===== src/hdl/ssq_pkg.sv =====
package ssq_pkg;

  localparam int TAG_W = 8;
  localparam int POS_W = 48;
  localparam int LEN_W = 16;
  localparam int ACT_W = 2;
  localparam int STS_W = 3;

  localparam logic [ACT_W-1:0] ACT_ADD      = 2'd0;
  localparam logic [ACT_W-1:0] ACT_DISPATCH = 2'd1;
  localparam logic [ACT_W-1:0] ACT_REMOVE   = 2'd2;

  typedef enum logic [STS_W-1:0] {
    STS_ADDED      = 3'd0,
    STS_DISPATCHED = 3'd1,
    STS_EMPTY      = 3'd2,
    STS_FULL       = 3'd3,
    STS_REMOVED    = 3'd4,
    STS_NOT_FOUND  = 3'd5
  } status_t;

endpackage


===== src/hdl/ssq_req_if.sv =====
interface ssq_req_if;
  import ssq_pkg::*;

  logic             valid;
  logic             ready;
  logic [ACT_W-1:0] action;
  logic [TAG_W-1:0] request_tag;
  logic [POS_W-1:0] request_position;
  logic [LEN_W-1:0] request_length;

  modport source (output valid, action, request_tag, request_position, request_length,
                  input ready);
  modport sink   (input valid, action, request_tag, request_position, request_length,
                  output ready);
endinterface


===== src/hdl/ssq_rsp_if.sv =====
interface ssq_rsp_if;
  import ssq_pkg::*;

  logic             valid;
  logic             ready;
  status_t          status;
  logic [TAG_W-1:0] out_tag;
  logic [POS_W-1:0] out_position;
  logic [LEN_W-1:0] out_length;

  modport source (output valid, status, out_tag, out_position, out_length, input ready);
  modport sink   (input valid, status, out_tag, out_position, out_length, output ready);
endinterface


===== src/hdl/ssq_store.sv =====
// Request queue storage: one write port, one registered read port.
module ssq_store #(
  parameter int DEPTH = 32,
  parameter int AW    = 5,
  parameter int PW    = 48
) (
  input  logic                     clk,
  input  logic                     we,
  input  logic [AW-1:0]            waddr,
  input  logic [PW-1:0]            wpos,
  input  logic [ssq_pkg::LEN_W-1:0] wlen,
  input  logic [ssq_pkg::TAG_W-1:0] wtag,
  input  logic                     re,
  input  logic [AW-1:0]            raddr,
  output logic [PW-1:0]            rpos,
  output logic [ssq_pkg::LEN_W-1:0] rlen,
  output logic [ssq_pkg::TAG_W-1:0] rtag
);
  import ssq_pkg::*;

  logic [PW-1:0]    pos_mem [DEPTH];
  logic [LEN_W-1:0] len_mem [DEPTH];
  logic [TAG_W-1:0] tag_mem [DEPTH];

  always_ff @(posedge clk) begin
    if (we) begin
      pos_mem[waddr] <= wpos;
      len_mem[waddr] <= wlen;
      tag_mem[waddr] <= wtag;
    end
    if (re) begin
      rpos <= pos_mem[raddr];
      rlen <= len_mem[raddr];
      rtag <= tag_mem[raddr];
    end
  end

endmodule


===== src/hdl/ssq_seek_unit.sv =====
// Distance / compare unit: keeps the nearest entry seen so far.
module ssq_seek_unit #(
  parameter int AW = 5,
  parameter int PW = 48,
  parameter int HW = 48
) (
  input  logic                      clk,
  input  logic                      rst,
  input  logic                      clr,
  input  logic                      vld,
  input  logic [HW-1:0]             head,
  input  logic [PW-1:0]             pos,
  input  logic [ssq_pkg::LEN_W-1:0] len,
  input  logic [ssq_pkg::TAG_W-1:0] tag,
  input  logic [AW-1:0]             idx,
  output logic [PW-1:0]             best_pos,
  output logic [ssq_pkg::LEN_W-1:0] best_len,
  output logic [ssq_pkg::TAG_W-1:0] best_tag,
  output logic [AW-1:0]             best_idx
);
  import ssq_pkg::*;

  logic          found;
  logic [HW-1:0] best_dist;
  logic [HW-1:0] pos_ext;
  logic [HW-1:0] span;
  logic          take;

  assign pos_ext = HW'(pos);
  assign span    = (head >= pos_ext) ? head - pos_ext : pos_ext - head;
  // strict compare: ties keep the earlier arrival
  assign take    = vld && (!found || span < best_dist);

  always_ff @(posedge clk) begin
    if (rst || clr) begin
      found <= 1'b0;
    end else if (take) begin
      found <= 1'b1;
    end
    if (take) begin
      best_dist <= span;
      best_pos  <= pos;
      best_len  <= len;
      best_tag  <= tag;
      best_idx  <= idx;
    end
  end

endmodule


===== src/hdl/sstf_request_scheduler.sv =====
// SSTF request scheduler for a queue of N entries. Add answers without a scan; dispatch
// and remove scan the queue (one memory read per cycle during the scan, then one read
// and one write per cycle closing the gap).
// One transaction at a time; ready again the cycle after the response is loaded, later
// while it is held off. Synchronous active-high reset empties the queue, head to zero;
// storage not cleared.
module sstf_request_scheduler #(
  parameter int QUEUE_DEPTH = 32,
  parameter int SECTOR_BITS = 48
) (
  input logic        clk,
  input logic        rst,
  ssq_req_if.sink    req,
  ssq_rsp_if.source  rsp
);
  import ssq_pkg::*;

  localparam int AW = (QUEUE_DEPTH > 1) ? $clog2(QUEUE_DEPTH) : 1;
  localparam int IW = $clog2(QUEUE_DEPTH + 1);
  // stored positions: the input field, cut to the sector width
  localparam int PW = (SECTOR_BITS < POS_W) ? SECTOR_BITS : POS_W;
  localparam int HW = SECTOR_BITS;

  typedef enum logic [1:0] {ST_IDLE, ST_SCAN, ST_SHIFT, ST_REPORT} state_t;

  state_t           state;
  logic [ACT_W-1:0] act;
  logic [TAG_W-1:0] tag_q;
  logic [IW-1:0]    occ;      // queued entries
  logic [HW-1:0]    head;     // head sector
  logic [IW-1:0]    idx;      // next read address
  logic             rd_vld;   // read data valid this cycle
  logic [AW-1:0]    rd_addr;  // address of that read data

  status_t          res_status;
  logic [TAG_W-1:0] res_tag;
  logic [POS_W-1:0] res_pos;
  logic [LEN_W-1:0] res_len;

  logic             rsp_valid;
  status_t          rsp_status;
  logic [TAG_W-1:0] rsp_tag;
  logic [POS_W-1:0] rsp_pos;
  logic [LEN_W-1:0] rsp_len;

  // memory ports
  logic             mem_we;
  logic [AW-1:0]    mem_waddr;
  logic [PW-1:0]    mem_wpos;
  logic [LEN_W-1:0] mem_wlen;
  logic [TAG_W-1:0] mem_wtag;
  logic             mem_re;
  logic [PW-1:0]    rd_pos;
  logic [LEN_W-1:0] rd_len;
  logic [TAG_W-1:0] rd_tag;

  // seek unit
  logic             seek_vld;
  logic [PW-1:0]    best_pos;
  logic [LEN_W-1:0] best_len;
  logic [TAG_W-1:0] best_tag;
  logic [AW-1:0]    best_idx;

  logic accept, full, add_wr, shift_wr, tag_hit, scan_done, shift_done;

  assign req.ready  = (state == ST_IDLE);
  assign accept     = req.valid && req.ready;
  assign full       = (occ == IW'(QUEUE_DEPTH));

  assign mem_re     = (state == ST_SCAN || state == ST_SHIFT) && (idx < occ);
  assign add_wr     = accept && (req.action == ACT_ADD) && !full;
  assign shift_wr   = (state == ST_SHIFT) && rd_vld;   // entry j+1 moves down to j
  assign mem_we     = add_wr || shift_wr;
  assign mem_waddr  = shift_wr ? rd_addr - AW'(1) : occ[AW-1:0];
  assign mem_wpos   = shift_wr ? rd_pos : req.request_position[PW-1:0];
  assign mem_wlen   = shift_wr ? rd_len : req.request_length;
  assign mem_wtag   = shift_wr ? rd_tag : req.request_tag;

  assign seek_vld   = (state == ST_SCAN) && rd_vld && (act == ACT_DISPATCH);
  assign tag_hit    = (state == ST_SCAN) && rd_vld && (act == ACT_REMOVE) && (rd_tag == tag_q);
  assign scan_done  = (state == ST_SCAN) && (idx >= occ) && !rd_vld;
  assign shift_done = (state == ST_SHIFT) && (idx >= occ) && !rd_vld;

  ssq_store #(.DEPTH(QUEUE_DEPTH), .AW(AW), .PW(PW)) u_store (
    .clk   (clk),
    .we    (mem_we),
    .waddr (mem_waddr),
    .wpos  (mem_wpos),
    .wlen  (mem_wlen),
    .wtag  (mem_wtag),
    .re    (mem_re),
    .raddr (idx[AW-1:0]),
    .rpos  (rd_pos),
    .rlen  (rd_len),
    .rtag  (rd_tag)
  );

  ssq_seek_unit #(.AW(AW), .PW(PW), .HW(HW)) u_seek (
    .clk      (clk),
    .rst      (rst),
    .clr      (accept),
    .vld      (seek_vld),
    .head     (head),
    .pos      (rd_pos),
    .len      (rd_len),
    .tag      (rd_tag),
    .idx      (rd_addr),
    .best_pos (best_pos),
    .best_len (best_len),
    .best_tag (best_tag),
    .best_idx (best_idx)
  );

  always_ff @(posedge clk) begin
    if (rst) begin
      state     <= ST_IDLE;
      occ       <= '0;
      head      <= '0;
      rd_vld    <= 1'b0;
      rsp_valid <= 1'b0;
    end else begin
      rd_vld <= mem_re;
      if (mem_re) begin
        rd_addr <= idx[AW-1:0];
        idx     <= idx + IW'(1);
      end
      if (rsp_valid && rsp.ready) begin
        rsp_valid <= 1'b0;
      end

      case (state)
        ST_IDLE: begin
          if (accept) begin
            act     <= req.action;
            tag_q   <= req.request_tag;
            idx     <= '0;
            res_tag <= '0;
            res_pos <= '0;
            res_len <= '0;
            case (req.action)
              ACT_ADD: begin
                res_status <= full ? STS_FULL : STS_ADDED;
                if (!full) begin
                  occ <= occ + IW'(1);
                end
                state <= ST_REPORT;
              end
              ACT_DISPATCH: begin
                res_status <= STS_EMPTY;
                state      <= (occ == '0) ? ST_REPORT : ST_SCAN;
              end
              ACT_REMOVE: begin
                res_status <= STS_NOT_FOUND;
                state      <= (occ == '0) ? ST_REPORT : ST_SCAN;
              end
              default: begin
                state <= ST_IDLE;   // unused action: no transaction out
              end
            endcase
          end
        end
        ST_SCAN: begin
          if (tag_hit) begin
            // oldest match: drop in-flight read, close the gap from here
            rd_vld     <= 1'b0;
            idx        <= IW'(rd_addr) + IW'(1);
            res_status <= STS_REMOVED;
            state      <= ST_SHIFT;
          end else if (scan_done) begin
            if (act == ACT_DISPATCH) begin
              res_status <= STS_DISPATCHED;
              res_tag    <= best_tag;
              res_pos    <= POS_W'(best_pos);
              res_len    <= best_len;
              head       <= HW'(best_pos) + HW'(best_len);
              idx        <= IW'(best_idx) + IW'(1);
              state      <= ST_SHIFT;
            end else begin
              state <= ST_REPORT;
            end
          end
        end
        ST_SHIFT: begin
          if (shift_done) begin
            occ   <= occ - IW'(1);
            state <= ST_REPORT;
          end
        end
        ST_REPORT: begin
          if (!rsp_valid || rsp.ready) begin
            rsp_valid  <= 1'b1;
            rsp_status <= res_status;
            rsp_tag    <= res_tag;
            rsp_pos    <= res_pos;
            rsp_len    <= res_len;
            state      <= ST_IDLE;
          end
        end
        default: begin
          state <= ST_IDLE;
        end
      endcase
    end
  end

  assign rsp.valid        = rsp_valid;
  assign rsp.status       = rsp_status;
  assign rsp.out_tag      = rsp_tag;
  assign rsp.out_position = rsp_pos;
  assign rsp.out_length   = rsp_len;

endmodule

===== src/flat_wrapper.sv =====
// flat-port wrapper written by rule: the top's interface ports become plain ports
module sstf_request_scheduler_flat import ssq_pkg::*;
#(
  parameter int QUEUE_DEPTH = 32,
  parameter int SECTOR_BITS = 48
)
  (clk, rst, req_valid, req_action, req_request_tag, req_request_position, req_request_length, req_ready, rsp_valid, rsp_status, rsp_out_tag, rsp_out_position, rsp_out_length, rsp_ready);
  ssq_req_if req_i ();
  ssq_rsp_if rsp_i ();
  input logic clk;
  input logic rst;
  input wire logic [$bits(req_i.valid)-1:0] req_valid;
  input wire logic [$bits(req_i.action)-1:0] req_action;
  input wire logic [$bits(req_i.request_tag)-1:0] req_request_tag;
  input wire logic [$bits(req_i.request_position)-1:0] req_request_position;
  input wire logic [$bits(req_i.request_length)-1:0] req_request_length;
  output wire logic [$bits(req_i.ready)-1:0] req_ready;
  output wire logic [$bits(rsp_i.valid)-1:0] rsp_valid;
  output wire logic [$bits(rsp_i.status)-1:0] rsp_status;
  output wire logic [$bits(rsp_i.out_tag)-1:0] rsp_out_tag;
  output wire logic [$bits(rsp_i.out_position)-1:0] rsp_out_position;
  output wire logic [$bits(rsp_i.out_length)-1:0] rsp_out_length;
  input wire logic [$bits(rsp_i.ready)-1:0] rsp_ready;
  assign req_i.valid = req_valid;
  assign req_i.action = req_action;
  assign req_i.request_tag = req_request_tag;
  assign req_i.request_position = req_request_position;
  assign req_i.request_length = req_request_length;
  assign req_ready = req_i.ready;
  assign rsp_valid = rsp_i.valid;
  assign rsp_status = rsp_i.status;
  assign rsp_out_tag = rsp_i.out_tag;
  assign rsp_out_position = rsp_i.out_position;
  assign rsp_out_length = rsp_i.out_length;
  assign rsp_i.ready = rsp_ready;
  sstf_request_scheduler #(.QUEUE_DEPTH(QUEUE_DEPTH), .SECTOR_BITS(SECTOR_BITS)) u_core (.clk(clk), .rst(rst), .req(req_i), .rsp(rsp_i));
endmodule

===== config.mk =====
export PLATFORM = sky130hd
export DESIGN_NAME = sstf_request_scheduler_flat
export DESIGN_NICKNAME = d
export VERILOG_FILES = /design/src/hdl/ssq_pkg.sv /design/src/hdl/ssq_req_if.sv /design/src/hdl/ssq_rsp_if.sv /design/src/hdl/ssq_store.sv /design/src/hdl/ssq_seek_unit.sv /design/src/hdl/sstf_request_scheduler.sv /design/src/flat_wrapper.sv
export SDC_FILE = /design/constraint.sdc
export NUM_CORES = 2
export LEC_CHECK = 0
export ABC_CLOCK_PERIOD_IN_PS = 12700
export BUFFER_PORTS_ARGS = -buffer_cell sky130_fd_sc_hd__buf_2
export CORE_UTILIZATION = 41
export CTS_CLUSTER_DIAMETER = 100
export CTS_CLUSTER_SIZE = 40
export DETAILED_ROUTE_END_ITERATION = 10
export GPL_TIMING_DRIVEN = 0
export PLACE_DENSITY_LB_ADDON = 0.1
export SYNTH_ARGS = -nofsm -noshare
export SYNTH_HDL_FRONTEND = slang
export SYNTH_SLANG_ARGS = --single-unit

===== constraint.sdc =====
create_clock -name clk -period 12.7 [get_ports clk]
set_clock_uncertainty 0.1 [all_clocks]
set_input_delay 2.54 -clock clk [delete_from_list [all_inputs] [get_ports clk]]
set_output_delay 2.54 -clock clk [all_outputs]
set_load 0.05 [all_outputs]

# [Yosys cells after proc, flatten, opt, wreduce, memory -nomap -nowiden]
# Memories as Yosys holds them, arrays and structs flattened. A register that Yosys moved wholly into a read port is not among the register bits.
# Cells that the tools add are included.
[classes] add_sub_neg=9 order_cmp=4 eq_ne=20 n_mux=54 n_bitwise=2 n_reduce_logical=38
[op_table] cell="$mux W48" n=6
[op_table] cell="$pmux W48 S2" n=1
[op_table] cell="$sub A48 B48 Y48" n=2
[op_table] cell="$mux W16" n=5
[op_table] cell="$mux W6" n=9
[op_table] cell="$add A48 B16 Y48" n=1
[op_table] cell="$ge A48 B48 Y1" n=1
[op_table] cell="$lt A48 B48 Y1" n=1
[op_table] cell="$mux W8" n=5
[op_table] cell="$pmux W16 S2" n=1
[op_table] cell="$pmux W6 S2" n=2
[op_table] cell="$pmux W8 S2" n=1
[op_table] cell="$logic_and A1 B1 Y1" n=15
[op_table] cell="$mux W2" n=7
[op_table] cell="$add A5 B1 Y6 const B" n=2
[op_table] cell="$add A6 B1 Y6 const B" n=2
[op_table] cell="$mux W3" n=4
[op_table] cell="$reduce_and A6 Y1" n=2
[op_table] cell="$ne A2 B2 Y1 const B" n=5
[op_table] cell="$pmux W3 S3" n=1
[op_table] cell="$eq A2 B2 Y1 const B" n=4
[op_table] cell="$eq A8 B8 Y1" n=1
[op_table] cell="$mux W1" n=8
[op_table] cell="$pmux W2 S4" n=1
[op_table] cell="24 further kinds" n=40
[totals] regBits=355 mem_bits_rw=2304 out_inout_bits=77 word_cells=153 memories=3
[mem_list] name="u_core.u_store.pos_mem" words=32 word_bits=48 rd=1 rd_ports_with_merged_regs=1 write_ports=1 line="ssq_store.sv:21" source="logic [PW-1:0] pos_mem [DEPTH];"
[mem_list] name="u_core.u_store.len_mem" words=32 word_bits=16 rd=1 rd_ports_with_merged_regs=1 write_ports=1 line="ssq_store.sv:22" source="logic [LEN_W-1:0] len_mem [DEPTH];"
[mem_list] name="u_core.u_store.tag_mem" words=32 word_bits=8 rd=1 rd_ports_with_merged_regs=1 write_ports=1 line="ssq_store.sv:23" source="logic [TAG_W-1:0] tag_mem [DEPTH];"

# [Longest topological paths before layout]
[logic_depth] depth_word=8 mapped_depth=25

# [Cells and area by module]
# Synthesis repeated with hierarchy kept, for this count alone.
[hier_totals] hier_cells=5597 hier_area_um2=111450.6
[modules_own_cells] mod="ssq_store" n_inst=1 cells_each=3490 area_each_um2=89607.2 seq_area_each_um2=71348.4
[modules_own_cells] mod="sstf_request_scheduler" n_inst=1 cells_each=969 area_each_um2=11317.1 seq_area_each_um2=6296.0
[modules_own_cells] mod="ssq_seek_unit" n_inst=1 cells_each=1138 area_each_um2=10526.3 seq_area_each_um2=3773.6

# [Worst setup path after synthesis]
# No wires, ideal clock.
[synth_timing] path_type="register to register" from="register u_core.u_store.rpos[1] (read register of u_core.u_store.pos_mem)" to="register u_core.u_seek.best_dist[0] (enable)" setup_ns=0.651 arrival_ns=10.293 path_slack_ns=1.656 stages_incl_launch_ff=24 n_path_buf=2 period_less_slack_ns=11.044 path_cell_list="edfxtp_1 -> inv_1 -> fa_1 -> a211oi_1 -> o211ai_1 -> nand2_1 -> a2111oi_4 -> or3_1 -> buf_4 -> buf_6 -> a211oi_1 -> a31oi_1 -> a41oi_1 -> xnor2_1 -> ha_1 -> a21o_1 -> a21o_1 -> a21o_1 -> a21o_1 -> a21o_1 -> a21o_1 -> a21oi_1 -> o211ai_1 -> a21oi_1"
[synth_between] elab_chain_cells=5 elab_cells_between_ends=7
[synth_lines] element="from (decl)" line="ssq_store.sv:15" source="output logic [PW-1:0] rpos,"
[synth_lines] element="$sub A48 B48 Y48 or $ge A48 B48 Y1 (tied branches)" line="ssq_seek_unit.sv:30" source="assign span = (head >= pos_ext) ? head - pos_ext : pos_ext - head;"
[synth_lines] element="$mux W48 (*)" line="ssq_seek_unit.sv:30"
[synth_lines] element="net u_core.u_seek.span[41]" line="ssq_seek_unit.sv:26" source="logic [HW-1:0] span;"
[synth_lines] element="$lt A48 B48 Y1 (*)" line="ssq_seek_unit.sv:32" source="assign take = vld && (!found || span < best_dist);"
[synth_lines] element="$logic_or A1 B1 Y1 (*)" line="ssq_seek_unit.sv:32"
[synth_lines] element="$logic_and A1 B1 Y1 (*)" line="ssq_seek_unit.sv:32"
[synth_lines] element="net u_core.u_seek.take" line="ssq_seek_unit.sv:27" source="logic take;"
[synth_lines] element="to (signal assigned)" line="ssq_seek_unit.sv:41" source="best_dist <= span;"
[synth_lines] element="to (decl)" line="ssq_seek_unit.sv:24" source="logic [HW-1:0] best_dist;"
# The timed path passes the listed nets; every way through them passes the cells marked *.
# A chain may end at the register's enable or synchronous reset.

# [Final worst setup path]
[layout_timing] from="register u_core.u_store.rpos[1] (read register of u_core.u_store.pos_mem)" to="register u_core.u_seek.best_idx[4] (enable)"
[layout_between] elab_chain_cells=5 elab_cells_between_ends=7
[layout_lines] element="$sub A48 B48 Y48 or $ge A48 B48 Y1 (tied branches)" line="ssq_seek_unit.sv:30"
[layout_lines] element="$mux W48 (*)" line="ssq_seek_unit.sv:30"
[layout_lines] element="net u_core.u_seek.span[39]" line="ssq_seek_unit.sv:26"
[layout_lines] element="$lt A48 B48 Y1 (*)" line="ssq_seek_unit.sv:32"
[layout_lines] element="$logic_or A1 B1 Y1 (*)" line="ssq_seek_unit.sv:32"
[layout_lines] element="$logic_and A1 B1 Y1 (*)" line="ssq_seek_unit.sv:32"
[layout_lines] element="net u_core.u_seek.take" line="ssq_seek_unit.sv:27"
[layout_lines] element="to (signal assigned)" line="ssq_seek_unit.sv:45" source="best_idx <= idx;"
[layout_lines] element="to (decl)" line="ssq_seek_unit.sv:19" source="output logic [AW-1:0] best_idx"
# Marked as above.

==> flow_summary.yaml <==
sta:
  worst_pin_slew_ps: 1480
  fmax_mhz: 116
  slew-limit-headroom_pct: 1.24
  hold_viol: 0
  finalSetupTns_ps: 0
  post-route-period-util_pct: 68.0
  setup_slack_ps: 4070
  slew_violations: 0
  rsz0062_at_grt: "false"
  hold-worst-slack_ps: 290
  finalSetupViolCount: 0
  finalCriticalPeriod_ps: 8630
setup_path:
  worstReg2RegEnd: "u_core.u_seek.best_idx[4]"
  reg2reg_depth: 24
  crit_path_top_delay_cell: "clkbuf_1"
  worstSetupStartpointType: "flop"
  critical_path.most_common_cell: "nand2_1"
  cp_max_fo: 26
  cpPeakStageDelay_ps: 730
  worstReg2RegStart: "u_core.u_store.rpos[1]"
  worstPathArrival_ps: 9080
  cp_cell_sequence: "inv_1 > fa_1 > a211oi_1 > o211ai_1 > nand2_1 > a2111oi_4 > nor3_2 > buf_6 > clkbuf_1 > nand2_1 > a32oi_1 > xnor2_1 > ha_1 > nand2_1 > nor3_1 > nand2_1 > or3_1 > or4_1 > or3_1 > a211o_1 > o211ai_1 > a21oi_4 > buf_12 > buf_12"
  worst_setup_path_end_kind: "flop"
  required_ps: 13150
  worstSetupPathType: "reg -> reg"
  r2r_setup_slack_ps: 4070
synth:
  ys_types: 87
  netlist_area_sq_mm: 0.111
  synth_xor_area_share_pct: 0.850
  avgSynthCellArea_sq_um: 18.5
  synth-warning-count: 0
  synth_area_leaders: "edfxtp_1 (72%), mux4_2 (10%), mux2i_1 (2.5%)"
  synth.most_common_cell: "edfxtp_1"
  synth_top_cell_area_share_pct: 72.1
  synth_seq_area_share_pct: 73.2
  synth_top_area_cell: "edfxtp_1"
  netlist_top_cells_count: "edfxtp_1 (2672), mux4_2 (515), nand2_1 (315)"
  synth-compound-area-share_pct: 5.50
  synth_mux_area_share_pct: 13.6
  ys_ff_latch: 2731
  synth_simple_gate_area_share_pct: 2.91
  syn_nets: 6262
  synth_edf_count: 2672
  synth_top_family_by_area: "multiplexers"
  postSynthCellCount: 6000
  async_flop_share_pct: 0
  synthFlopType: "edfxtp_1"
  synthAdderAreaFrac_pct: 2.10
layout:
  final_area_sq_mm: 0.125
  syn2layout_area_growth_pct: 12.6
  layout-drive-gt1-share_pct: 20.6
  fill_cells: 22603
  final_net_count: 6735
clocking:
  numCtsBuffers: 106
  clock-sinks: 2731
  clock_path_buffers: 3
  clk_pin_slew_worst_paths_ps: 140
  htreeDepth: 3
  clk_root_buffer_cell: "clkbuf_16"
  cts_hold_buf: 0
  cts_setup_buffers: 0
  insertion_delay_ps: 840
  cts_tree: "built"
  cts_resized: 0
die:
  rows: 190
  top_level_ports: 155
  start_util_pct: 41.4
  die_h_um: 523
  die-area_sq_mm: 0.273
  core_area_sq_mm: 0.269
  fp.dieW_um: 523
detailed_routing:
  totalWireLength_um: 357000
  ant_nets: 0
  met2_wirelength_um: 166000
  wl_per_cell_um: 35.2
  num_vias: 60323
  drc_errors: 0
  highest_layer: "met5"
  firstDrtPassIters: 5
  drt_iter0_markers: 7800
  dr_wl_met3_um: 23600
  via_per_inst: 5.96
  wl_met1_um: 158000
placed_design:
  numPortBuffers: 153
  place.gp.congestion: 0.933
  placedInstanceArea_sq_mm: 0.121
  pre_cts_ws_ps: 4010
  hpwl_um: 256000
power_and_ir_drop:
  pwr-share-clk_pct: 20.4
  seqPwrFrac_pct: 44.0
  p_comb_share_pct: 35.6
  switching_share_pct: 36.6
  vdd_drop_max_v: 0.000156
  power_switching_mw: 9.04
  p_leak_nw: 40.6
  p_int_mw: 15.7
  power_density_mw_per_mm2: 197
hold_path:
  holdCritStartpoint: "u_core.res_pos[9]"
  holdPathEnd: "u_core.rsp.out_position[9]"
  hp-class: "reg -> reg"
  worstHoldPathCells: 0
global_route:
  grt_start_max_net_pins: 53
  grt_usage_pct: 25.9
  grt_antenna_before_repair: 28
  grt_pass1_wl_um: 486000
  grt_overflow_total: 0
  grt_pass1_vias: 58646
job:
  drv_cap: 0
outcome:
  outcome: "finished, final reports clean"
==> worst max-delay path by stage <==
stage,from,endpoint,depth (start not counted)
after floorplan,u_core.u_store.rpos[1],u_core.u_seek.best_dist[0],23
after CTS,u_core.u_store.rpos[1],u_core.u_seek.best_idx[4],24
after global routing,u_core.u_store.rpos[1],u_core.u_seek.best_idx[4],24
final,u_core.u_store.rpos[1],u_core.u_seek.best_idx[4],24
after global placement,u_core.u_store.rpos[1],u_core.u_seek.best_len[9],21
after detailed placement,u_core.u_store.rpos[1],u_core.u_seek.best_len[9],24
==> placed cells by master, fill, tap and decap left out, drive strengths merged, types with 6 or more instances in the layout <==
master  count
a21oi     215
nand2b      6
and4        6
mux2i     282
edfxtp   2672
o221ai    174
a21boi     12
dfxtp      59
a31oi      15
o21ai     199
clkinv     33
nor2      145
clkbuf    290
nand4      34
diode       7
a41oi       7
or3        10
buf       493
o31a        7
xor2       31
inv       250
xnor2      77
a221oi     11
mux2       64
o211ai     28
ha        180
nor3       34
and2       71
and3       13
o21bai     23
o22ai      40
nor2b      15
o21a       19
mux4      515
nand3      29
a21o       99
o31ai       6
nand2     317
a211oi     19
==> state kept, by name (all words and copies together) (netlist names), 3 cells and up <==
signal                   count
u_core.u_store.pos_mem    1536
u_core.u_store.len_mem     512
u_core.u_store.tag_mem     256
u_core.head                 48
u_core.res_pos              48
u_core.rsp.out_position     48
u_core.u_seek.best_dist     48
u_core.u_seek.best_pos      48
u_core.u_store.rpos         48
u_core.res_len              16
u_core.rsp.out_length       16
u_core.u_seek.best_len      16
u_core.u_store.rlen         16
u_core.res_tag               8
u_core.rsp.out_tag           8
u_core.tag_q                 8
u_core.u_seek.best_tag       8
u_core.u_store.rtag          8
u_core.idx                   6
u_core.occ                   6
u_core.rd_addr               5
u_core.u_seek.best_idx       5
u_core.res_status            3
u_core.rsp.status            3
==> power groups by stage <==
stage          Clock, mW  Sequential [mW]  Combinational [mW]
2_1_floorplan          0             10.9                5.31
6_report            5.04             10.9                8.81
3_3_place_gp           0             11.2                8.52
4_1_cts             5.14             10.9                8.82
3_5_place_dp           0             11.1                8.79
5_1_grt             5.41             10.9                9.31
==> through the flow <==
stage	total power [mW]	util [%]	instances
2_1_floorplan	16.2	-	6000
3_3_place_gp	19.7	43.3	9705
3_5_place_dp	19.9	45.0	9914
4_1_cts	24.8	46.6	10110
5_1_grt	25.6	46.6	10116
6_report	24.7	46.6	10120
==> logic make-up after synthesis <==
family                   Yosys count
AO/OA/AOI/OAI                    908
XOR/XNOR                         108
adder cells (fa/ha/maj)          184
buffers and inverters            509
flip-flops                      2731
multiplexers                     861
AND/OR/NAND/NOR                  699
==> final cells by class <==
class | instances | area (sq um) | area share, %
Antenna cell | 7 | 17.5 | 0.0140
Buffer | 306 | 1310 | 1.05
Clock buffer | 112 | 2720 | 2.17
Clock inverter | 84 | 1450 | 1.16
Inverter | 203 | 764 | 0.610
Multi-Input combinational cell | 2760 | 28300 | 22.6
Sequential cell | 2731 | 81400 | 65.0
Tap cell | 3552 | 4440 | 3.55
Timing Repair Buffer | 365 | 4910 | 3.92
==> metal layers <==
| metal | vias to the layer above | track usage (%) |
|---|---|---|
| met5 | - | 0 |
| met1 | 32611 | 38.4 |
| li1 | 25103 | - |
| met3 | 314 | 3.01 |
| met2 | 2289 | 41.0 |
| met4 | 6 | 6.08 |
==> critical path, delay by kind of cell (launching register included) <==
family / cells / cell delay [ps]
AO/OA/AOI/OAI: 7 / 1760
XOR/XNOR: 1 / 240
adder cells (fa/ha/maj): 2 / 870
buffers and inverters: 5 / 1700
flip-flops: 1 / 580
AND/OR/NAND/NOR: 9 / 3020
Power figures use the tool's default switching activity.
